[src/rtl/lpsoc_pkg.sv]
// Shared types and constants for the layer pixel src-over compositor.
// No dependencies; used by lpsoc_prep, lpsoc_div, the top level and both dv files.
`default_nettype none
package lpsoc_pkg;
	localparam int CFG_IDX_W = 3;
	localparam logic [CFG_IDX_W-1:0] REG_OPACITY       = 3'd0;
	localparam logic [CFG_IDX_W-1:0] REG_COLOR_MODE    = 3'd1;
	localparam logic [CFG_IDX_W-1:0] REG_FILL_PIXEL    = 3'd2;
	localparam logic [CFG_IDX_W-1:0] REG_REGION_LEFT   = 3'd3;
	localparam logic [CFG_IDX_W-1:0] REG_REGION_TOP    = 3'd4;
	localparam logic [CFG_IDX_W-1:0] REG_REGION_WIDTH  = 3'd5;
	localparam logic [CFG_IDX_W-1:0] REG_REGION_HEIGHT = 3'd6;

	localparam int LANES   = 3;   // R, G, B quotients
	localparam int QBITS   = 8;   // quotient bits, one divider stage each
	localparam int NUM_W   = 26;
	localparam int DEN_W   = 17;
	localparam int LATENCY = 15;  // start accept to result strobe edge

	typedef struct packed {
		logic        vld;
		logic        bypass;
		logic [7:0]  alpha;
		logic [31:0] dst;
	} side_t;

	typedef logic [LANES-1:0][NUM_W-1:0] num_vec_t;
	typedef logic [LANES-1:0][DEN_W-1:0] den_vec_t;
	typedef logic [LANES-1:0][QBITS-1:0] quo_vec_t;
endpackage
`default_nettype wire

[src/rtl/lpsoc_div.sv]
// Pipelined restoring divider, one quotient bit per stage, three lanes.
// Depends on lpsoc_pkg (side_t, vector types, QBITS, widths).
`default_nettype none
module lpsoc_div (
	input  wire logic                clk,
	input  wire logic                arst_n,
	input  wire lpsoc_pkg::side_t    side_in,
	input  wire lpsoc_pkg::num_vec_t num_in,
	input  wire lpsoc_pkg::den_vec_t den_in,
	output lpsoc_pkg::side_t         side_out,
	output lpsoc_pkg::quo_vec_t      quo_out
);
	localparam int QB = lpsoc_pkg::QBITS;
	localparam int NW = lpsoc_pkg::NUM_W;
	localparam int DW = lpsoc_pkg::DEN_W;

	lpsoc_pkg::side_t    side_s [QB];
	lpsoc_pkg::num_vec_t rem_s  [QB];
	lpsoc_pkg::den_vec_t den_s  [QB];
	lpsoc_pkg::quo_vec_t quo_s  [QB];

	for (genvar k = 0; k < QB; k++) begin : g_stage
		lpsoc_pkg::side_t    side_p;
		lpsoc_pkg::num_vec_t rem_p;
		lpsoc_pkg::den_vec_t den_p;
		lpsoc_pkg::quo_vec_t quo_p;
		lpsoc_pkg::num_vec_t rem_n;
		lpsoc_pkg::quo_vec_t quo_n;
		logic [lpsoc_pkg::LANES-1:0][NW-1:0] sh;

		if (k == 0) begin : g_first
			assign side_p = side_in;
			assign rem_p  = num_in;
			assign den_p  = den_in;
			assign quo_p  = '0;
		end else begin : g_next
			assign side_p = side_s[k-1];
			assign rem_p  = rem_s[k-1];
			assign den_p  = den_s[k-1];
			assign quo_p  = quo_s[k-1];
		end

		// quotient fits in QB bits, so the shifted divisor never overflows
		always_comb begin
			for (int l = 0; l < lpsoc_pkg::LANES; l++) begin
				sh[l]    = {{(NW-DW){1'b0}}, den_p[l]} << (QB - 1 - k);
				quo_n[l] = {quo_p[l][QB-2:0], rem_p[l] >= sh[l]};
				rem_n[l] = (rem_p[l] >= sh[l]) ? rem_p[l] - sh[l] : rem_p[l];
			end
		end

		always_ff @(posedge clk or negedge arst_n) begin
			if (!arst_n) begin
				side_s[k] <= '0;
			end else begin
				side_s[k] <= side_p;
			end
		end

		always_ff @(posedge clk) begin
			rem_s[k] <= rem_n;
			den_s[k] <= den_p;
			quo_s[k] <= quo_n;
		end
	end

	assign side_out = side_s[QB-1];
	assign quo_out  = quo_s[QB-1];
endmodule
`default_nettype wire

[config.mk]
export PLATFORM = sky130hd
export DESIGN_NAME = lpsoc_div
export DESIGN_NICKNAME = d
export VERILOG_FILES = /design/src/rtl/lpsoc_pkg.sv /design/src/rtl/lpsoc_div.sv
export SDC_FILE = /design/constraint.sdc
export NUM_CORES = 2
export LEC_CHECK = 0
export ABC_CLOCK_PERIOD_IN_PS = 7300
export BUFFER_PORTS_ARGS = -buffer_cell sky130_fd_sc_hd__buf_2
export CAP_MARGIN = 20
export CORE_MARGIN = 1
export CORE_UTILIZATION = 35
export DETAILED_ROUTE_END_ITERATION = 16
export HOLD_SLACK_MARGIN = 0.06
export SLEW_MARGIN = 20
export SYNTH_ARGS = -nofsm -noshare
export SYNTH_HDL_FRONTEND = slang
export SYNTH_SLANG_ARGS = --single-unit
[constraint.sdc]
create_clock -name clk -period 7.3 [get_ports clk]
set_input_delay 1.46 -clock clk [delete_from_list [all_inputs] [get_ports clk]]
set_output_delay 1.46 -clock clk [all_outputs]
set_load 0.005 [all_outputs]
==> flow_summary_export.csv <==
group,metric,value,unit
run_status,outcome,"complete, no violations",
worst_setup_path,crit_chain,"buf_2 -> inv_1 -> ha_1 -> nor2b_1 -> o21a_1 -> o21ai_0 -> a21oi_1 -> o41ai_1 -> a21o_1 -> nand2_1 -> mux2_2",
synthesis,synth_edf_count,0,
min_path,whs_path_depth,0,
synthesis,ys_seq_elements,1347,
clocking,cts.repair.resized,0,
min_path,hold_path_class,"reg2reg",
detailed_routing,wl_per_cell,14.3,um
floorplan,core,153000,um2
synthesis,synthDistinctLibCells,85,
grt,overflow,0,
worst_setup_path,arrival,4680,ps
timing,finalCriticalPeriod,4020,ps
detailed_routing,drt_iter0_markers,1804,
worst_setup_path,ff2ff_path_depth,12,
timing,setup_viol,0,
worst_setup_path,max_stage_delay,660,ps
floorplan,dieArea,156000,um2
grt,grt_max_degree,161,
grt,antenna_found_initial,10,
timing,rsz0062_at_grt,"false",
cells_and_area,final_common_cell,"dfxtp_1",
worst_setup_path,critPathCaptureType,"register",
clocking,numCtsBuffers,146,
worst_setup_path,worstSetupStartpoint,"den_in[18]",
timing,finClkSkew,37.4,ps
floorplan,io_pins,239,
timing,period_share,0.551,
timing,finalHoldViolations,0,
synthesis,ys_seq_area_frac,0.530,
cells_and_area,area_growth,16.4,%
grt,grt_pass1_vias,36900,
clocking,tritoncts,"done",
placement,dpl.cell_count,7445,
floorplan,fp.dieH,395,um
placement,place_ws,2570,ps
cells_and_area,finalNonFillerCells,7708,
worst_setup_path,r2r_end,"rem_s[0][111]",
synthesis,syn_inst,5242,
placement,dp.final_hpwl,84100,um
detailed_routing,post_drt_via_cell_ratio,4.73,
clocking,clk_path_buf_depth,3,
synthesis,synthArstFlopShare,0.249,
cells_and_area,layout_common_cells,"dfxtp_1, inv_1, ha_1",
synthesis,synth_area_leader_cell,"dfxtp_1",
grt,grt_pass1_wl,182000,um
worst_setup_path,required,7960,ps
synthesis,synthFlopType,"dfxtp_1",
worst_setup_path,cp_slowest_cell,"o41ai_1",
floorplan,initial_core_util,0.354,
detailed_routing,ant_nets,0,
floorplan,die_x,395,um
pwr,pwr_density_cell,423,nW/um2
clocking,clock_sinks,1347,
synthesis,postSynthAreaPerCell,10.3,um2
cells_and_area,fill_cells,14500,
clocking,htree_levels,4,
cells_and_area,drive_above_1_share,0.111,
worst_setup_path,path_max_fanout,28,
placement,gp_congestion,0.882,
timing,fin_setup_tns,0,ps
flow_run,max-cap-violations,0,
detailed_routing,drc_errors,0,
detailed_routing,drt_wl_total,110000,um
grt,gr-usage-all-layers,0.142,
worst_setup_path,rr_startpoint,"den_s[0][17]",
pwr,p_leak,28.5,nW
synthesis,synth.area.top_cells,"dfxtp_1, dfrtp_1, ha_1",
synthesis,synth_top_area_frac,0.374,
worst_setup_path,worstSetupStartpointType,"input pin",
cells_and_area,final_nets,6165,
pwr,worst_ir_drop_vdd,0.219,mV
worst_setup_path,r2r_slack,3700,ps
clocking,postCtsSetupBuffers,0,
synthesis,synth.cell_area,54000,um2
worst_setup_path,cp-endpoint,"rem_s[0][34]",
timing,holdWs,311,ps
clocking,insertion_delay,780,ps
synthesis,ys_warn_count,0,
timing,drv_slew,0,
clocking,cts_root_buf,"clkbuf_16",
clocking,postCtsHoldBufs,0,
clocking,clk_pin_slew,60,ps
detailed_routing,vias,36400,
detailed_routing,drt_pre_antenna_iters,6,
placement,portBuffers,238,
floorplan,placementRows,143,
synthesis,synthesis.nets,5844,
timing,max_freq,0.249,GHz
timing,setup_ws,3280,ps
timing,relSlewSlack,0.270,
worst_setup_path,path_class,"in2reg",
timing,worst_slew_pin_slew,1090,ps
==> state kept, by name (all words and copies together), names as in the netlist <==
| name | cells |
|---|---|
| den_s | 357 |
| g_stage.side_p | 294 |
| quo_s | 108 |
| rem_s | 546 |
| side_out | 42 |
==> final cells by class <==
class / instances / area [um2] / share of cell area
diodes: 2 / 5.00 / 0.0000796
clock buffers: 195 / 4110 / 0.0653
clock inverters: 66 / 1100 / 0.0175
inverters: 519 / 1950 / 0.0310
multi-input cells: 3289 / 23200 / 0.368
flip-flops and latches: 1347 / 28600 / 0.455
well taps: 2030 / 2540 / 0.0404
repair buffers: 260 / 1380 / 0.0220
==> layer usage <==
layer	part of all wire	track usage	vias up
met5	0.00078	0	-
met1	0.43	0.165	16800
li1	-	-	18600
met2	0.48	0.246	679
met3	0.045	0.0325	272
met4	0.042	0.0688	14
==> cell usage after synthesis, drive strengths merged, types with 76 or more instances <==
cell	number
ha	408
o21ai	297
a21oi	389
nor2	367
dfrtp	336
xnor2	220
nor3	94
xor2	159
dfxtp	1011
clkbuf	77
nand2b	76
a21o	136
mux2	93
nand2	307
inv	519
==> critical path, delay by kind of cell <==
kind	cells	cell delay [ps]
buf+inv	2	190
compound gates	5	1510
fa+ha+maj	1	250
mux	1	520
simple gates	2	740
==> metrics by stage <==
stage	cell area, um2	power (mW)	utilization
after global placement	57700	18.8	0.378
final	62900	26.6	0.412
after floorplan	54000	16.9	-
after detailed placement	57700	18.9	0.378
after CTS	62900	26.9	0.412
after global routing	62900	28.6	0.412
==> worst min-delay path by stage <==
stage / start / to / slack [ps]
2_1_floorplan: quo_s[0][0] / quo_s[0][25] / 310
3_3_place_gp: quo_s[1][62] / quo_s[1][87] / 310
3_5_place_dp: quo_s[0][33] / quo_s[0][58] / 310
4_1_cts: den_s[5][4] / den_s[6][4] / 320
5_1_grt: quo_s[1][69] / quo_s[1][94] / 330
6_report: quo_s[0][72] / quo_s[1][1] / 310
==> where the power goes <==
| part | switching (mW) | internal (mW) |
|---|---|---|
| combinational | 4.80 | 4.10 |
| sequential | 0.930 | 9.03 |
| clock | 3.04 | 4.69 |
==> cells by family (layout without fill, tap and decap cells) <==
group | count (synthesis) | count (layout) | share of synthesized area
xor gates and xnor gates | 379 | 379 | 0.0614
and+or+nand+nor | 1207 | 1207 | 0.108
adders and majority gates | 429 | 429 | 0.102
muxes | 100 | 100 | 0.0207
other | 0 | 2 | 0
AOI/OAI and AO/OA | 1174 | 1174 | 0.135
DFF | 1347 | 1347 | 0.530
buffers and inverters | 606 | 1040 | 0.0424
No activity file was read; power rests on OpenSTA's default activity.
