## src/rtl/lpsoc_pkg.sv

```systemverilog
// Shared types and constants for the layer pixel src-over compositor.
// No dependencies; used by lpsoc_prep, lpsoc_div, the top level and both dv files.
`default_nettype none
package lpsoc_pkg;
	localparam int CFG_IDX_W = 3;
	localparam logic [CFG_IDX_W-1:0] REG_OPACITY       = 3'd0;
	localparam logic [CFG_IDX_W-1:0] REG_COLOR_MODE    = 3'd1;
	localparam logic [CFG_IDX_W-1:0] REG_FILL_PIXEL    = 3'd2;
	localparam logic [CFG_IDX_W-1:0] REG_REGION_LEFT   = 3'd3;
	localparam logic [CFG_IDX_W-1:0] REG_REGION_TOP    = 3'd4;
	localparam logic [CFG_IDX_W-1:0] REG_REGION_WIDTH  = 3'd5;
	localparam logic [CFG_IDX_W-1:0] REG_REGION_HEIGHT = 3'd6;

	localparam int LANES   = 3;   // R, G, B quotients
	localparam int QBITS   = 8;   // quotient bits, one divider stage each
	localparam int NUM_W   = 26;
	localparam int DEN_W   = 17;
	localparam int LATENCY = 15;  // start accept to result strobe edge

	typedef struct packed {
		logic        vld;
		logic        bypass;
		logic [7:0]  alpha;
		logic [31:0] dst;
	} side_t;

	typedef logic [LANES-1:0][NUM_W-1:0] num_vec_t;
	typedef logic [LANES-1:0][DEN_W-1:0] den_vec_t;
	typedef logic [LANES-1:0][QBITS-1:0] quo_vec_t;
endpackage
`default_nettype wire

```

## src/rtl/lpsoc_prep.sv

```systemverilog
// Stages 2-6: channel narrowing, source alpha, weighted sums, output alpha,
// divider operands. Depends on lpsoc_pkg (side_t, num_vec_t, den_vec_t, widths).
`default_nettype none
module lpsoc_prep (
	input  wire logic            clk,
	input  wire logic            arst_n,
	input  wire logic            vld_s1,
	input  wire logic [63:0]     raw_s1,
	input  wire logic [31:0]     dst_s1,
	input  wire logic            color_mode,
	input  wire logic [7:0]      opacity,
	output lpsoc_pkg::side_t     side_s6,
	output lpsoc_pkg::num_vec_t  num_s6,
	output lpsoc_pkg::den_vec_t  den_s6
);
	logic [3:0][32:0] nprod;
	logic [3:0][7:0]  ch_c;

	logic             vld_s2, vld_s3, vld_s4, vld_s5;
	logic [31:0]      dst_s2, dst_s3, dst_s4, dst_s5;
	logic [3:0][7:0]  ch_s2;
	logic [2:0][7:0]  ch_s3, ch_s4;
	logic [15:0]      aprod_s3;
	logic [33:0]      sprod;
	logic [7:0]       sa_s4;
	logic [7:0]       isa;
	logic [2:0][15:0] ss_s5, dd_s5;
	logic [7:0]       isa_s5;
	logic [15:0]      o_s5;
	logic             bypass_s5;
	logic [2:0][23:0] n_c;
	logic [33:0]      alpha_prod;

	// (v + 128) / 257 as a multiply by ceil(2^24/257), exact for 17-bit v
	always_comb begin
		for (int i = 0; i < 4; i++) begin
			nprod[i] = {16'b0, {1'b0, raw_s1[16*i +: 16]} + 17'd128} * 33'd65281;
			ch_c[i]  = color_mode ? nprod[i][31:24] : raw_s1[8*i +: 8];
		end
	end

	// x / 255 as a multiply by ceil(2^25/255), exact for 16-bit x
	assign sprod = {18'b0, aprod_s3} * 34'd131587;
	assign isa   = 8'd255 - sa_s4;

	// output alpha: (2*O + 255) / 510 equals (O + 127) / 255
	assign alpha_prod = {18'b0, o_s5 + 16'd127} * 34'd131587;

	always_comb begin
		for (int i = 0; i < 3; i++) begin
			n_c[i] = ({ss_s5[i], 8'b0} - {8'b0, ss_s5[i]})
			         + ({8'b0, dd_s5[i]} * {16'b0, isa_s5});
		end
	end

	always_ff @(posedge clk or negedge arst_n) begin
		if (!arst_n) begin
			vld_s2  <= 1'b0;
			vld_s3  <= 1'b0;
			vld_s4  <= 1'b0;
			vld_s5  <= 1'b0;
			side_s6 <= '0;
		end else begin
			vld_s2  <= vld_s1;
			vld_s3  <= vld_s2;
			vld_s4  <= vld_s3;
			vld_s5  <= vld_s4;
			side_s6 <= '{vld: vld_s5, bypass: bypass_s5, alpha: alpha_prod[32:25],
				dst: dst_s5};
		end
	end

	always_ff @(posedge clk) begin
		ch_s2    <= ch_c;
		dst_s2   <= dst_s1;

		aprod_s3 <= {8'b0, ch_s2[3]} * {8'b0, opacity};
		ch_s3    <= ch_s2[2:0];
		dst_s3   <= dst_s2;

		sa_s4    <= sprod[32:25];
		ch_s4    <= ch_s3;
		dst_s4   <= dst_s3;

		for (int i = 0; i < 3; i++) begin
			ss_s5[i] <= {8'b0, ch_s4[i]} * {8'b0, sa_s4};
			dd_s5[i] <= {8'b0, dst_s4[8*i +: 8]} * {8'b0, dst_s4[31:24]};
		end
		isa_s5    <= isa;
		o_s5      <= ({sa_s4, 8'b0} - {8'b0, sa_s4}) + ({8'b0, dst_s4[31:24]} * {8'b0, isa});
		bypass_s5 <= (sa_s4 == 8'd0);
		dst_s5    <= dst_s4;

		for (int i = 0; i < 3; i++) begin
			num_s6[i] <= {1'b0, n_c[i], 1'b0} + {10'b0, o_s5};
			den_s6[i] <= {o_s5, 1'b0};
		end
	end
endmodule
`default_nettype wire

```

## config.mk

```make
export PLATFORM = sky130hd
export DESIGN_NAME = lpsoc_prep
export DESIGN_NICKNAME = d
export VERILOG_FILES = /design/src/rtl/lpsoc_pkg.sv /design/src/rtl/lpsoc_prep.sv
export SDC_FILE = /design/constraint.sdc
export NUM_CORES = 2
export LEC_CHECK = 0
export ABC_AREA = 1
export BUFFER_PORTS_ARGS = -buffer_cell sky130_fd_sc_hd__clkbuf_2
export CORE_ASPECT_RATIO = 1.2
export CORE_UTILIZATION = 62
export CTS_CLUSTER_SIZE = 40
export DETAILED_ROUTE_END_ITERATION = 10
export PLACE_DENSITY = 0.8
export SLEW_MARGIN = 20
export SYNTH_ARGS = -nofsm -noshare
export SYNTH_HDL_FRONTEND = slang
export SYNTH_SLANG_ARGS = --single-unit
```

## constraint.sdc

```tcl
create_clock -name clk -period 8.4 [get_ports clk]
set_input_delay 0.42 -clock clk [delete_from_list [all_inputs] [get_ports clk]]
set_output_delay 0.42 -clock clk [all_outputs]
set_load 0.02 [all_outputs]
```

==> run summary <==
CP bufs+invs: 3
WS Path Type: register to register
Die W: 305 um
worst-margin pin slew: 1.02 ns
Max stage delay cell, worst path: dfxtp_2
period utilization: 76.9%
Via density: 5.31
Post-Syn Instances: 8,335
Clock Path Buffers: 3
design area: 0.0729 mm^2
endpoints failing hold: 0
TritonRoute pass-1 iters: 7
fraction of layout cells with a size suffix above 1: 6.11%
status: complete, no violations
root buf cell: clkbuf_16
CP Launch Type: register
Worst Path Arrival: 7.00 ns
Die Span Y: 366 um
post_cts resized: 0
register bit total from synthesis: 490
top sig layer: met5
Placed Cells: 9,815
Cell variety after synth: 60
part of the Yosys area used for sequential elements: 14.7%
fin. max-slew vios: 0
Residual DRC: 0
final setup TNS: 0 ns
GRT Overall Usage: 30.2%
Worst Path Max Fanout: 26
Crit path max-delay family: adder cells
Post-DP Area: 0.0708 mm^2
H-tree depth: 2
Clock transition at path regs: 0.07 ns
dominant synthesized flop cell: dfxtp_1
Starting Density: 62.6%
Slew HR: 32.1%
fmax: 155 MHz
max capacitance violation total: 0
final setup vio count: 0
synth-to-layout area growth: 6.39%
CTS Sinks: 490
antenna violations before repair: 8
RSZ-0062 raised after global routing: no
CTS tree: built
WL met3: 8.70 mm
Buffers on Ports: 275
core area: 0.109 mm^2
synthesized area per cell: 8.22 um^2
DRT Wirelength: 165 mm
Final Wtd Congestion: 0.953
Setup crit end kind: register
Initial DRC Count: 3,106
wire per inst: 16.6 um
fin cells: 9,949
Required @ worst endpoint: 8.95 ns
Met1 Routed Length: 63.5 mm
Max Clock Skew: 0.0406 ns
Synth warnings: 0
DP HPWL: 138 mm
CP dominant cell by count: nand2_1
Post-synth ARST share: 9.39%
routed via count: 52,803
first-pass GRT wire length: 272 mm
Post-synth EDFFs: 0
cell row count: 133
WL met2: 83.8 mm
Worst-Skew Late Latency: 0.68 ns
Final Critical Period: 6.46 ns
TritonCTS Buffers: 52
Crit path largest cell delay: 0.75 ns
antenna-violating nets left: 0
Final nets: 10,643
GR Overflow Total: 0
full die area: 0.112 mm^2
vias in the first global route: 56,328
Hold WC Path Type: primary input to register
largest net degree at the start of global routing: 49
Post-Syn Area: 0.0685 mm^2
io pins: 279
-- cells in the mapped netlist, drive strengths merged (4+ instances only) --
| cell | instances | area (um^2) |
|---|---|---|
| a21boi | 11 | 82.6 |
| a21o | 27 | 203 |
| a21oi | 285 | 1460 |
| a31oi | 22 | 138 |
| and2 | 4 | 25.0 |
| buf | 81 | 464 |
| clkbuf | 165 | 699 |
| dfrtp | 46 | 1150 |
| dfxtp | 444 | 8890 |
| fa | 974 | 19500 |
| ha | 1074 | 13400 |
| inv | 2155 | 8090 |
| nand2 | 1821 | 6970 |
| nand3 | 219 | 1170 |
| nand3b | 15 | 113 |
| nand4 | 82 | 519 |
| nor2 | 318 | 1300 |
| nor3 | 51 | 265 |
| nor4 | 7 | 43.8 |
| o2111ai | 7 | 61.3 |
| o211ai | 11 | 82.6 |
| o21a | 8 | 60.1 |
| o21ai | 156 | 781 |
| o21bai | 21 | 158 |
| o31ai | 6 | 45.0 |
| or2 | 11 | 68.8 |
| xnor2 | 97 | 850 |
| xor2 | 195 | 1720 |
-- layout by cell type (no fill, tap or decap), types with 43 or more instances in the layout --
| cell | count |
|---|---|
| nor3_1 | 49 |
| nand2_2 | 43 |
| inv_1 | 2143 |
| ha_1 | 1074 |
| o21ai_0 | 153 |
| nand4_1 | 81 |
| fa_1 | 974 |
| nor2_1 | 292 |
| xor2_1 | 193 |
| a21oi_1 | 280 |
| nand2_1 | 1774 |
| clkbuf_2 | 275 |
| nand3_1 | 204 |
| xnor2_1 | 97 |
| dfrtp_1 | 46 |
| dfxtp_1 | 442 |
| clkbuf_16 | 52 |
-- registers in the layout, summed over array words and instances, names as in the netlist --
name	flops
vld_s5	1
aprod_s3	16
vld_s4	1
dst_s3	32
ch_s3	24
dd_s5	48
o_s5	16
ss_s5	48
den_s6	15
vld_s2	1
ch_s4	24
dst_s4	32
side_s6	42
num_s6	76
dst_s5	32
vld_s3	1
ch_s2	32
dst_s2	32
isa_s5	8
sa_s4	8
bypass_s5	1
-- through the flow --
step,hold slack [ns],setup WS (ns),util (%)
4_1_cts,0.0169,1.60,66.6
6_report,0.0511,1.94,66.6
2_1_floorplan,0.124,2.47,-
3_3_place_gp,0.310,1.70,64.6
5_1_grt,0.0549,1.59,66.6
3_5_place_dp,0.312,1.62,64.6
-- worst reg2reg max path: stages (launching register included) --
cell	delay (ns)
dfxtp_2	0.75
buf_4	0.33
nand2_1	0.10
fa_1	0.52
inv_1	0.05
fa_1	0.48
fa_1	0.46
fa_1	0.54
fa_1	0.42
ha_1	0.38
nand2_2	0.15
inv_1	0.05
nand2_1	0.09
nand2_1	0.07
nand2_1	0.06
nand2_1	0.06
a31oi_1	0.19
xnor2_1	0.11
ha_1	0.36
nand2_1	0.11
nor4_1	0.31
nand2_1	0.10
nand2_1	0.11
nand3_2	0.11
nand2_2	0.12
nand3_2	0.08
o21bai_1	0.16
nand2_1	0.07
-- routing by layer --
metal  up-vias  global-route usage, %
met5         -                      0
met4         8                   14.4
met3       471                   3.68
met2      1742                   55.4
met1     25324                   34.6
li1      25258                      -
-- worst paths after layout --
| path | start | slack, ns | endpoint | cells past startpoint |
|---|---|---|---|---|
| min reg2reg | dst_s3[22] | 0.32 | dst_s4[22] | 0 |
| max in group asynchronous | arst_n | 7.49 | side_s6[23] | 3 |
| min | raw_s1[31] | 0.05 | ch_s2[31] | 3 |
| max | isa_s5[1] | 1.94 | num_s6[75] | 27 |
| min in group asynchronous | arst_n | 0.46 | side_s6[33] | 3 |
| max reg2reg | isa_s5[1] | 1.94 | num_s6[75] | 27 |
-- final cells by class --
| type | instances | area [um^2] |
|---|---|---|
| fill | 8827 | 36600 |
| sequential | 490 | 10000 |
| antenna | 3 | 7.51 |
| tap | 1417 | 1770 |
| clock inverter | 33 | 398 |
| multi-input combinational | 5444 | 49200 |
| clock buffer | 63 | 1390 |
| inverter | 2158 | 8100 |
| timing repair buffer | 341 | 1960 |
-- kinds of logic after synthesis --
family          synth area share [%]
compound gates                  4.65
xor+xnor                        3.75
fa+ha+maj                       48.1
buf+inv                         13.5
flops                           14.7
other cells                  0.00547
simple gates                    15.4
-- timing repair --
action	in CTS	in global routing
hold buffers	35	0
endpoints found under the hold margin	80	0
setup endpoints to repair	0	0
buffers inserted	0	0
Power is not shown: default switching activity piles up to over one toggle a cycle in this logic, so the estimate is an artifact.
