==> src/rtl/lpsoc_select.sv <==
// Stage 1: region test and choice between layer pixel and default pixel.
// Uses nothing from lpsoc_pkg; its port widths follow the top level.
`default_nettype none
module lpsoc_select (
	input  wire logic        clk,
	input  wire logic        arst_n,
	input  wire logic        in_vld,
	input  wire logic [15:0] doc_x,
	input  wire logic [15:0] doc_y,
	input  wire logic [31:0] dst_pixel,
	input  wire logic [63:0] layer_pixel,
	input  wire logic [63:0] dflt_pixel,
	input  wire logic [16:0] region_left,
	input  wire logic [16:0] region_top,
	input  wire logic [15:0] region_width,
	input  wire logic [15:0] region_height,
	output logic             vld_s1,
	output logic [63:0]      raw_s1,
	output logic [31:0]      dst_s1
);
	logic [17:0] lx;
	logic [17:0] ly;
	logic        inside_x;
	logic        inside_y;

	always_comb begin
		lx = {2'b00, doc_x} - {region_left[16], region_left};
		ly = {2'b00, doc_y} - {region_top[16], region_top};
		// negative offsets fail on the sign bit; zero size fails the compare
		inside_x = !lx[17] && (lx[16:0] < {1'b0, region_width});
		inside_y = !ly[17] && (ly[16:0] < {1'b0, region_height});
	end

	always_ff @(posedge clk or negedge arst_n) begin
		if (!arst_n) begin
			vld_s1 <= 1'b0;
		end else begin
			vld_s1 <= in_vld;
		end
	end

	always_ff @(posedge clk) begin
		raw_s1 <= (inside_x && inside_y) ? layer_pixel : dflt_pixel;
		dst_s1 <= dst_pixel;
	end
endmodule
`default_nettype wire

==> config.mk <==
export PLATFORM = sky130hd
export DESIGN_NAME = lpsoc_select
export DESIGN_NICKNAME = d
export VERILOG_FILES = /design/src/rtl/lpsoc_select.sv
export SDC_FILE = /design/constraint.sdc
export NUM_CORES = 1
export LEC_CHECK = 0
export ABC_AREA = 1
export BUFFER_PORTS_ARGS = -buffer_cell sky130_fd_sc_hd__buf_4
export CAP_MARGIN = 20
export CORE_MARGIN = 1.5
export CORE_UTILIZATION = 29
export CTS_CLUSTER_DIAMETER = 200
export CTS_CLUSTER_SIZE = 24
export DETAILED_ROUTE_END_ITERATION = 10
export PLACE_DENSITY = 0.68
export REMOVE_ABC_BUFFERS = 1
export SYNTH_ARGS = -nofsm -noshare
export SYNTH_HDL_FRONTEND = slang
export SYNTH_SLANG_ARGS = --single-unit
==> constraint.sdc <==
create_clock -name clk -period 0.8 [get_ports clk]
set_clock_uncertainty 0.05 [all_clocks]
set_input_delay 0.08 -clock clk [delete_from_list [all_inputs] [get_ports clk]]
set_output_delay 0.08 -clock clk [all_outputs]
set_load 0.005 [all_outputs]
==> flow_summary_export.csv, run 1 <==
group,metric,value,unit
clock_network,clk_pin_slew_worst_paths,0.08,ns
global_route,grt_start_max_net_pins,22,
timing,post-route-worst-setup-slack,-1.99,ns
layout,fraction_of_layout_cells_with_a_size_suffix_above_1,50.0,%
worst_setup_path,worstPathArrival,3.03,ns
layout,layout.nets,1635,
placed_design,port_buffers,357,
timing,final.min_clock_period,2.79,ns
detailed_routing,first_pass_iters,5,
timing,finalHoldWorstSlack,0.318,ns
timing,fmax,359,MHz
global_route,grt_util_met1,26.1,%
timing,report.final.setup_viol,161,
die,row_count,51,
detailed_routing,viasPerCell,4.47,
global_route,busiest_layer,"met2",
detailed_routing,detail_route.wl_per_cell,16.2,um
clock_network,cts.sink_count,97,
die,design.die.area,20600,um^2
global_route,globalRouteMet2Util,38.2,%
clock_network,tritoncts,"built",
job,cap_violations,0,
layout,layout_commonest_cell,"sky130_fd_sc_hd__buf_4",
worst_setup_path,crit_fanout,11,
worst_setup_path,cp_slowest_cell,"sky130_fd_sc_hd__fa_2",
timing,final_hold_viol_count,0,
power,clock_power_share,25.0,%
worst_setup_path,cp_slowest_stage_delay,0.33,ns
layout,flow.area_growth_from_synthesis,108,%
synthesis,flops_latches_synth,97,
synthesis,ys_seq_area_share,34.0,%
power,power_switching,0.00568,W
layout,antenna_cells,0,
worst_setup_path,critPathTopFamily,"simple AND/OR/NAND/NOR gates",
timing,min_period_over_period,348,%
clock_network,number_of_cts_inserted_buffers,9,
worst_setup_path,critPathCaptureType,"register",
die,die-width,143,um
power,cellLeakagePower,6.16,nW
worst_setup_path,critical_path_buf_inv_count,6,
power,combPwrFrac,43.0,%
synthesis,netlist_instances,702,
die,die_height,143,um
synthesis,yosys.area.top_type,"sky130_fd_sc_hd__dfxtp_1",
power,vdd.ir_drop.worst,995,uV
worst_setup_path,worst-setup-path-type,"in -> reg",
synthesis,mean_instance_size_in_the_synthesized_netlist,8.15,um^2
die,ioPinCount,358,
synthesis,synth_cell_type_count,33,
worst_setup_path,worstPathRequired,1.04,ns
min_path,holdPathStages,7,
worst_setup_path,most_frequent_cell_on_the_critical_path,"sky130_fd_sc_hd__nand2_1",
clock_network,clock_root_buffer,"sky130_fd_sc_hd__clkbuf_16",
worst_setup_path,cp_num_cells,27,
power,switching_fraction,32.3,%
timing,timing.final.max_slew_violations,0,
placed_design,place_congestion,0.863,
detailed_routing,drc,0,
detailed_routing,drt_iter0_markers,273,
placed_design,place_area,9120,um^2
timing,slew_of_the_pin_with_the_lowest_slew_margin,0.298,ns
worst_setup_path,setup.worst_path.start_class,"input port",
global_route,global_route_wire_length_before_repair,35.9,mm
timing,maxSlewHeadroom,79.9,%
die,floorplan.initialDensity,29.5,%
synthesis,synth_top_cell_area_share,33.6,%
synthesis,syn-cell-area,5720,um^2
global_route,grt_pass1_vias,7023,
power,power-per-cell-area,1480,nW/um^2
detailed_routing,wl,25.5,mm
die,core_region_area,19400,um^2
global_route,grt_antenna_before_repair,0,
detailed_routing,vias,7056,
clock_network,clock_path_buffers,2,
outcome,violations,"negative setup slack",
placed_design,hpwl_detailed,16.6,mm
global_route,grt_remaining_overflow,0,
power,share_seq_of_total_power,32.1,%
power,p_int,0.0119,W
layout,final_core_utilization,61.3,%
layout,layout_common_cells,"343 x sky130_fd_sc_hd__buf_4, 203 x sky130_fd_sc_hd__nand2_1, 163 x sky130_fd_sc_hd__dlygate4sd3_1",
synthesis,synth_top_cells_by_area,"sky130_fd_sc_hd__dfxtp_1 34%, sky130_fd_sc_hd__nand2_1 14%, sky130_fd_sc_hd__ha_1 14%",
timing,rsz_0062_raised_after_global_routing,"yes",
global_route,gr-usage-met3,4.97,%
layout,postLayoutCellArea,11900,um^2
synthesis,count_of_yosys_warnings_during_synthesis,0,
min_path,hold_path.class,"in -> reg",
outcome,run_status,"complete, but fails checks",
clock_network,cts_htree_levels,3,
detailed_routing,ant_nets,0,
global_route,groute.usage.overall,22.5,%
[kinds of logic (layout without fill, tap and decap cells)]
group                      after synthesis  after routing  share of synthesized area [%]
buffers and inverters                  116            729                           11.9
adders and majority gates               64             64                           14.3
and+or+nand+nor                        333            333                           28.9
DFF                                     97             97                           34.0
AOI/OAI and AO/OA                       64             64                           6.56
xor gates and xnor gates                28             28                           4.29
[cells in the mapped netlist (all sizes together)]
cell type / count
a211o: 1
buf: 20
a31oi: 5
nor2: 19
a21boi: 1
nand4: 1
a21o: 6
o21bai: 2
o21ai: 9
nand2: 221
a21oi: 39
dfxtp: 96
dfrtp: 1
xnor2: 11
nand3b: 1
nand3: 82
o31a: 1
or2: 2
fa: 2
ha: 62
inv: 96
nor3: 7
xor2: 17
[registers in the layout, summed over array words and instances, names as in the netlist]
| signal | cells |
|---|---|
| raw_s1 | 64 |
| dst_s1 | 32 |
| vld_s1 | 1 |
[stage by stage]
step	setup WS (ns)	std cells	power [W]	TNS, ns
floorplan	-4.80	682	0.00811	-307.28
global placement	-2.44	1390	0.0114	-154.35
detailed placement	-2.49	1390	0.0114	-155.93
CTS	-1.94	1579	0.0173	-134.37
global route	-2.20	1580	0.0186	-151.25
finish	-1.99	1580	0.0176	-134.22
[area by class of cell]
class / instances / area, um^2
flip-flops and latches: 97 / 2060
inverters: 96 / 363
multi-input cells: 489 / 3240
fillers: 1600 / 7510
well taps: 265 / 332
repair buffers: 617 / 5600
clock buffers: 10 / 239
clock inverters: 6 / 61.3
[routing by layer]
metal	wire, um	up-vias
met3	1930	85
met1	9710	3172
li1	-	3452
met2	12400	347
met4	1520	0
met5	0	-
[worst paths after layout]
| path | from | end | slack (ns) |
|---|---|---|---|
| max in group asynchronous | arst_n | vld_s1$_DFF_PN0_ | 0.02 |
| min in group asynchronous | arst_n | vld_s1$_DFF_PN0_ | 0.56 |
| max | doc_y[0] | raw_s1[28]$_DFF_P_ | -1.99 |
| min | region_left[16] | raw_s1[8]$_DFF_P_ | 0.32 |
[power by group through the flow]
stage | clock (W) | combinational (W) | sequential, W
floorplan | 0 | 0.00254 | 0.00557
CTS | 0.00450 | 0.00727 | 0.00552
global route | 0.00472 | 0.00823 | 0.00567
global placement | 0 | 0.00580 | 0.00555
detailed placement | 0 | 0.00590 | 0.00554
finish | 0.00439 | 0.00755 | 0.00564
[timing repair]
action                                 in CTS  in global routing
gates cloned                                4                  1
hold buffers                              163                  0
gates resized for setup                   126                104
pin swaps                                  19                  5
endpoints found under the hold margin      98                  0
setup endpoints to repair                 161                161
buffers inserted                            6                  0
(Power assumes the default switching activity.)
==> run 2, diff against run 1 <==
--- a/config.mk
+++ b/config.mk
@@ -8,9 +8,8 @@
 export ABC_AREA = 1
 export BUFFER_PORTS_ARGS = -buffer_cell sky130_fd_sc_hd__buf_4
 export CAP_MARGIN = 20
-export CORE_MARGIN = 1.5
 export CORE_UTILIZATION = 29
-export CTS_CLUSTER_DIAMETER = 200
+export CTS_BUF_LIST = sky130_fd_sc_hd__clkbuf_8 sky130_fd_sc_hd__clkbuf_16
 export CTS_CLUSTER_SIZE = 24
 export DETAILED_ROUTE_END_ITERATION = 10
 export PLACE_DENSITY = 0.68
==> run 2 against run 1 <==
Wire length up 8.3%; global-route usage rose by 2.2 points; cell area is 4.1% higher; hold slack better by 0.0021 ns; highest routed layer unchanged; count of clock-buffer cells in the layout is 1 lower; first-iteration DRC count shrank 21%; clock power rose by 4%; non-clock buffer count fell by 2; the flow still finishes with violations (negative setup slack); critical endpoint is now raw_s1[56]$_DFF_P_; cell count down 0.25%; sequential share of layout area decreased by 0.70 points.
==> flow_summary_export.csv, run 2 (synthesis gave the netlist of run 1 again) <==
group,metric,value,unit
outcome,run_status,"complete, but fails checks",
outcome,violations,"negative setup slack",
timing,min_period_over_period,357,%
placed_design,placed_cells,1374,
layout,top_regs,"raw_s1: 64 flops, dst_s1: 32 flops, vld_s1: 1 flops",
worst_setup_path,worstPathArrival,3.05,ns
global_route,grt_pass1_vias,7417,
worst_setup_path,crit_fanout,11,
detailed_routing,viasPerCell,4.55,
min_path,hold_path.class,"in -> reg",
detailed_routing,drc,0,
layout,final_cells,1576,
layout,fraction_of_layout_cells_with_a_size_suffix_above_1,54.7,%
layout,layout.nets,1633,
detailed_routing,ant_nets,0,
layout,layout_commonest_cell,"sky130_fd_sc_hd__buf_4",
global_route,global_route_wire_length_before_repair,38.0,mm
clock_network,number_of_cts_inserted_buffers,9,
power,vdd.ir_drop.worst,1010,uV
power,power-per-cell-area,1470,nW/um^2
worst_setup_path,setup.worst_path.start_class,"input port",
clock_network,cts.sink_count,97,
clock_network,cts_htree_levels,3,
die,floorplan.initialDensity,30.1,%
worst_setup_path,cp_slowest_stage_delay,0.39,ns
timing,report.final.setup_viol,161,
detailed_routing,detail_route.wl_per_cell,17.6,um
timing,setup-tns-final,-138.31,ns
global_route,grt_remaining_overflow,0,
job,cap_violations,0,
layout,flip_flop_count_of_the_largest_register_after_layout,64,
worst_setup_path,worstPathRequired,0.99,ns
global_route,grt_start_max_net_pins,25,
worst_setup_path,worst-setup-path-type,"in -> reg",
layout,flow.area_growth_from_synthesis,116,%
worst_setup_path,crit_path_cell_trace,"buf_4 -> inv_1 -> ha_4 -> fa_2 -> o21ai_4 -> nand2_2 -> nand2_2 -> nand2_1 -> nand3_1 -> a21boi_1 -> xnor2_1 -> ha_1 -> a21oi_1 -> o31a_1 -> nand2_1 -> nand2_2 -> nand2_2 -> a21oi_4 -> buf_12 -> nand2_8 -> buf_8 -> buf_16 -> nand2_2 -> nand2_1",
worst_setup_path,critPathCaptureType,"register",
layout,layout_common_cells,"334 x sky130_fd_sc_hd__buf_4, 163 x sky130_fd_sc_hd__dlygate4sd3_1, 130 x sky130_fd_sc_hd__nand2_1",
layout,max_flop_register,"raw_s1",
detailed_routing,drt_iter0_markers,217,
timing,slew_of_the_pin_with_the_lowest_slew_margin,0.284,ns
timing,final.min_clock_period,2.86,ns
placed_design,hpwl_detailed,16.0,mm
clock_network,clock_root_buffer,"sky130_fd_sc_hd__clkbuf_16",
timing,final_hold_viol_count,0,
detailed_routing,wl,27.7,mm
power,cellLeakagePower,6.26,nW
clock_network,tritoncts,"built",
die,die-width,142,um
timing,post-route-worst-setup-slack,-2.06,ns
die,ioPinCount,358,
die,row_count,50,
timing,fmax,350,MHz
detailed_routing,first_pass_iters,4,
worst_setup_path,most_frequent_cell_on_the_critical_path,"sky130_fd_sc_hd__nand2_2",
detailed_routing,vias,7163,
placed_design,place_congestion,0.889,
timing,timing.final.max_slew_violations,0,
global_route,groute.usage.overall,24.7,%
clock_network,clk_pin_slew_worst_paths,0.10,ns
global_route,grt_antenna_before_repair,3,
timing,maxSlewHeadroom,81.1,%
die,core_region_area,19000,um^2
die,design.die.area,20300,um^2
clock_network,clock_path_buffers,2,
worst_setup_path,cp_slowest_cell,"sky130_fd_sc_hd__fa_2",
die,die_height,142,um
placed_design,port_buffers,357,
timing,rsz_0062_raised_after_global_routing,"yes",
==> run 2: cell types whose count changed in the layout (fill, tap and decap cells not counted), moves of 8 or more <==
cell and delta:
sky130_fd_sc_hd__nand2_4 +30, sky130_fd_sc_hd__nand2_1 -73, sky130_fd_sc_hd__nand3_1 +8, sky130_fd_sc_hd__nand2_2 +42
sky130_fd_sc_hd__nand3_2 -10, sky130_fd_sc_hd__buf_4 -9
==> run 2: per-stage QoR <==
step / cell area, um^2 / power, W / utilization, % / hold WS [ns] / setup WS (ns)
after CTS: 11700 / 0.0173 / 61.4 / 0.300 / -2.05
after global placement: 9060 / 0.0112 / 47.6 / -0.194 / -2.51
after global routing: 12400 / 0.0192 / 65.0 / 0.314 / -2.23
after floorplan: 5400 / 0.00811 / - / -0.266 / -4.80
final: 12400 / 0.0182 / 65.0 / 0.320 / -2.06
after detailed placement: 9060 / 0.0113 / 47.6 / -0.192 / -2.53
==> run 2: worst paths after layout <==
path,startpoint,to,slack (ns),depth (start not counted)
min in group asynchronous,arst_n,vld_s1$_DFF_PN0_,0.55,3
max,doc_x[0],raw_s1[56]$_DFF_P_,-2.06,24
min,dst_pixel[1],dst_s1[1]$_DFF_P_,0.32,2
max in group asynchronous,arst_n,vld_s1$_DFF_PN0_,0.04,3
==> run 2: report_power, final <==
group / switching (W) / internal, W / total, W
sequential: 0.000275 / 0.00538 / 0.00565
clock: 0.00232 / 0.00224 / 0.00455
combinational: 0.00357 / 0.00445 / 0.00802
total: 0.00616 / 0.0121 / 0.0182
==> run 2: worst max-delay path, delay by kind of cell <==
kind / cells / cell delay, ns
adders and majority gates: 3 / 0.84
AOI/OAI and AO/OA: 5 / 0.75
and+or+nand+nor: 10 / 0.67
buffers and inverters: 5 / 0.56
xor gates and xnor gates: 1 / 0.14
==> run 2: layout make-up <==
| class | count | area, um^2 |
|---|---|---|
| fillers | 1497 | 6650 |
| repair buffers | 615 | 5740 |
| multi-input cells | 489 | 3580 |
| flip-flops and latches | 97 | 2050 |
| inverters | 96 | 363 |
| well taps | 260 | 325 |
| clock buffers | 9 | 225 |
| clock inverters | 7 | 81.3 |
| diodes | 3 | 7.51 |
==> run 2: repair_timing <==
| action | in CTS | in global routing |
|---|---|---|
| gates cloned | 7 | 4 |
| resized for setup | 141 | 191 |
| hold endpoints to repair | 98 | 0 |
| buffers inserted | 8 | 1 |
| endpoints found under the setup margin | 161 | 161 |
| hold buffers | 163 | 0 |
| pin swaps | 8 | 15 |
==> run 2: routing by layer <==
layer / track usage [%] / up-vias / wire length, um
met5: 0 / - / 0
met4: 13.1 / 0 / 1900
met3: 4.95 / 140 / 1660
met2: 46.0 / 354 / 14000
met1: 25.9 / 3213 / 10100
li1: - / 3456 / -
==> run 3, diff against run 2 <==
--- a/config.mk
+++ b/config.mk
@@ -5,14 +5,14 @@
 export SDC_FILE = /design/constraint.sdc
 export NUM_CORES = 1
 export LEC_CHECK = 0
-export ABC_AREA = 1
 export BUFFER_PORTS_ARGS = -buffer_cell sky130_fd_sc_hd__buf_4
 export CAP_MARGIN = 20
-export CORE_UTILIZATION = 29
+export CORE_AREA = 2 2 138 140
 export CTS_BUF_LIST = sky130_fd_sc_hd__clkbuf_8 sky130_fd_sc_hd__clkbuf_16
 export CTS_CLUSTER_SIZE = 24
 export DETAILED_ROUTE_END_ITERATION = 10
-export PLACE_DENSITY = 0.68
+export DIE_AREA = 0 0 140 142
+export PLACE_DENSITY = 0.69
 export REMOVE_ABC_BUFFERS = 1
 export SYNTH_ARGS = -nofsm -noshare
 export SYNTH_HDL_FRONTEND = slang
==> constraint.sdc (replaced) <==
create_clock -name clk -period 2.6 [get_ports clk]
set_clock_uncertainty 0.05 [all_clocks]
set_input_delay 0.26 -clock clk [delete_from_list [all_inputs] [get_ports clk]]
set_output_delay 0.26 -clock clk [all_outputs]
set_load 0.005 [all_outputs]
==> run 3 against run 2 <==
The flow finishes with violations (design-rule violations, negative setup slack); count of clock-buffer cells in the layout unchanged; cell area fell by 21%; die area shrank 2.0%; cell count down 22%; core utilization decreased by 12 points; sequential share of layout area grew 3.2 points; total power shrank 73%; worst setup slack improved by 0.57 ns; clock power down 71%; critical path depth decreased by 2; non-clock buffer count is 134 lower; wire length down 25%; critical path type unchanged; critical endpoint is now raw_s1[28]$_DFF_P_; largest cell class unchanged.
==> flow_summary_export.csv, run 3 <==
group,metric,value,unit
power,switching_fraction,28.5,%
layout,layout_common_cells,"432 x sky130_fd_sc_hd__buf_4, 96 x sky130_fd_sc_hd__dfxtp_1, 70 x sky130_fd_sc_hd__inv_1",
synthesis,yosys.area_share.xor_xnor,3.49,%
placed_design,port_buffers,357,
clock_network,tritoncts,"built",
worst_setup_path,cp_slowest_cell,"sky130_fd_sc_hd__o41a_1",
power,combPwrFrac,38.7,%
worst_setup_path,cp_slowest_stage_delay,0.33,ns
detailed_routing,viasPerCell,4.36,
power,power_switching,0.00140,W
synthesis,ys_seq_area_share,37.0,%
timing,final.min_clock_period,4.09,ns
detailed_routing,vias,5385,
layout,fraction_of_layout_cells_with_a_size_suffix_above_1,54.9,%
placed_design,place_congestion,0.878,
timing,slew_of_the_pin_with_the_lowest_slew_margin,0.497,ns
clock_network,clock_path_buffers,2,
layout,antenna_cells,0,
layout,flow.area_growth_from_synthesis,86.5,%
timing,timing.final.max_slew_violations,0,
worst_setup_path,most_frequent_cell_on_the_critical_path,"sky130_fd_sc_hd__a21o_1",
synthesis,synthSimpleGateAreaFrac,7.18,%
detailed_routing,first_pass_iters,7,
job,cap_violations,0,
synthesis,synth.most_common_cell,"sky130_fd_sc_hd__dfxtp_1",
worst_setup_path,worstPathRequired,2.79,ns
die,ioPinCount,358,
global_route,grt_antenna_before_repair,0,
synthesis,synth_edf_count,0,
synthesis,count_of_yosys_warnings_during_synthesis,0,
clock_network,cts_htree_levels,3,
min_path,hold_path_startpoint,"layer_pixel[19]",
worst_setup_path,critPathCaptureType,"register",
synthesis,mean_instance_size_in_the_synthesized_netlist,10.3,um^2
timing,post-route-worst-setup-slack,-1.49,ns
timing,rsz_0062_raised_after_global_routing,"yes",
synthesis,synth_top_cells_by_area,"sky130_fd_sc_hd__dfxtp_1 37%, sky130_fd_sc_hd__mux2_4 17%, sky130_fd_sc_hd__ha_1 15%",
worst_setup_path,setup.worst_path.start_class,"input port",
detailed_routing,wl,20.7,mm
synthesis,synth_top_flop_cell,"sky130_fd_sc_hd__dfxtp_1",
global_route,groute.usage.overall,20.0,%
synthesis,synth_top_family_by_area,"multiplexers",
placed_design,place_ws,-1.97,ns
layout,layout_commonest_cell,"sky130_fd_sc_hd__buf_4",
min_path,hold_path.class,"in -> reg",
placed_design,hpwl_detailed,16.6,mm
synthesis,yosys.area.top_type,"sky130_fd_sc_hd__dfxtp_1",
synthesis,syn-cell-area,5270,um^2
global_route,grt_pass1_vias,5530,
synthesis,flops_latches_synth,97,
worst_setup_path,crit_fanout,6,
synthesis,synth_compound_area_share,12.2,%
layout,layout.nets,1320,
synthesis,synthAdderAreaFrac,15.5,%
layout,max_flop_register,"raw_s1",
die,die-width,140,um
layout,final_core_utilization,53.2,%
power,power-per-cell-area,501,nW/um^2
layout,top_regs,"raw_s1: 64 flops, dst_s1: 32 flops, vld_s1: 1 flops",
die,row_count,50,
detailed_routing,detail_route.wl_per_cell,16.8,um
worst_setup_path,worst-setup-path-type,"in -> reg",
global_route,global_route_wire_length_before_repair,30.2,mm
timing,finalHoldWorstSlack,0.0818,ns
timing,min_period_over_period,157,%
clock_network,clock_root_buffer,"sky130_fd_sc_hd__clkbuf_16",
clock_network,clk_pin_slew_worst_paths,0.08,ns
timing,maxSlewHeadroom,66.4,%
clock_network,number_of_cts_inserted_buffers,9,
global_route,grt_start_max_net_pins,21,
die,design.die.area,19900,um^2
synthesis,synth_cell_type_count,41,
timing,final_hold_viol_count,0,
synthesis,synthMuxAreaShare,18.2,%
die,floorplan.initialDensity,28.5,%
die,die_height,142,um
power,p_int,0.00352,W
synthesis,synth-async-reset-ratio,1.03,%
power,report.power.total,0.00492,W
outcome,run_status,"complete, but fails checks",
power,clock_power_share,27.0,%
power,share_seq_of_total_power,34.2,%
synthesis,yosys-top-cells-count,"96 x sky130_fd_sc_hd__dfxtp_1, 73 x sky130_fd_sc_hd__inv_1, 62 x sky130_fd_sc_hd__ha_1",
power,vdd.ir_drop.worst,316,uV
synthesis,netlist_instances,509,
timing,fmax,245,MHz
clock_network,cts.sink_count,97,
outcome,violations,"design-rule violations, negative setup slack",
die,core_region_area,18500,um^2
detailed_routing,drc,25,
synthesis,synth_top_cell_area_share,36.5,%
detailed_routing,ant_nets,0,
worst_setup_path,worstPathArrival,4.27,ns
global_route,grt_remaining_overflow,0,
detailed_routing,drt_iter0_markers,200,
min_path,whs_endpoint,"raw_s1[19]$_DFF_P_",
worst_setup_path,crit_path_cell_trace,"buf_4 -> inv_2 -> ha_4 -> a21o_1 -> a21o_1 -> a211oi_2 -> a21oi_2 -> o41a_1 -> a21o_1 -> a21oi_2 -> xnor2_1 -> ha_1 -> a21o_1 -> a211o_1 -> a221o_1 -> nor4_2 -> buf_4 -> o2111ai_4 -> buf_12 -> buf_12 -> buf_16 -> mux2_4",
layout,flip_flop_count_of_the_largest_register_after_layout,64,
timing,report.final.setup_viol,64,
power,cellLeakagePower,5.28,nW
min_path,holdPathStages,2,
==> run 3: repair_timing <==
item                                    in CTS  in global routing
endpoints found under the hold margin       34                  0
gates cloned                                 8                  0
gates resized for setup                     38                  5
endpoints found under the setup margin      64                 64
setup buffers                                6                  5
hold buffers                                34                  0
pin swaps                                   16                 14
==> run 3: critical path: cells and delay by family <==
family / cells / cell delay (ns)
AO/OA/AOI/OAI: 11 / 2.13
XOR/XNOR: 1 / 0.14
adder cells (fa/ha/maj): 2 / 0.46
buffers and inverters: 6 / 0.76
multiplexers: 1 / 0.29
AND/OR/NAND/NOR: 1 / 0.22
==> run 3: worst max-delay path by stage <==
stage	end	from	cells after the start
after floorplan	raw_s1[10]$_DFF_P_	region_left[5]	17
after global placement	raw_s1[14]$_DFF_P_	doc_y[0]	20
after detailed placement	raw_s1[13]$_DFF_P_	doc_y[0]	20
after CTS	raw_s1[28]$_DFF_P_	doc_x[0]	23
after global routing	raw_s1[26]$_DFF_P_	region_left[5]	22
final	raw_s1[28]$_DFF_P_	region_left[5]	22
==> run 3: final cells by class <==
cell class                      instances  area [um^2]
Multi-Input combinational cell        333         3080
Timing Repair Buffer                  481         3920
Fill cell                            1661         8630
Clock inverter                          7         81.3
Inverter                               73          277
Tap cell                              234          293
Sequential cell                        97         1950
Clock buffer                            9          225
==> run 3: cells by family after synthesis <==
family / after synthesis
AOI/OAI and AO/OA: 100
xor gates and xnor gates: 21
adders and majority gates: 64
buffers and inverters: 79
DFF: 97
muxes: 65
and+or+nand+nor: 83
==> run 3: power groups by stage <==
stage / clock, W / combinational, W / sequential, W
after floorplan: 0 / 0.000798 / 0.00173
after global placement: 0 / 0.00162 / 0.00171
after detailed placement: 0 / 0.00165 / 0.00171
after CTS: 0.00137 / 0.00190 / 0.00168
after global routing: 0.00144 / 0.00207 / 0.00169
final: 0.00133 / 0.00191 / 0.00168
==> run 3: through the flow <==
step           cells  cell area (um^2)  setup TNS [ns]
3_3_place_gp    1165              8720         -121.73
4_1_cts         1229              9780          -90.80
2_1_floorplan    503              5200         -180.69
5_1_grt         1234              9820         -109.69
6_report        1234              9820          -91.56
3_5_place_dp    1165              8720         -124.83
==> run 3: routing by layer <==
metal  routed length [um]  track usage, %
met1                 7790            21.6
met2                11000            38.1
met3                 1310            4.88
met4                  603            7.07
met5                    0               0
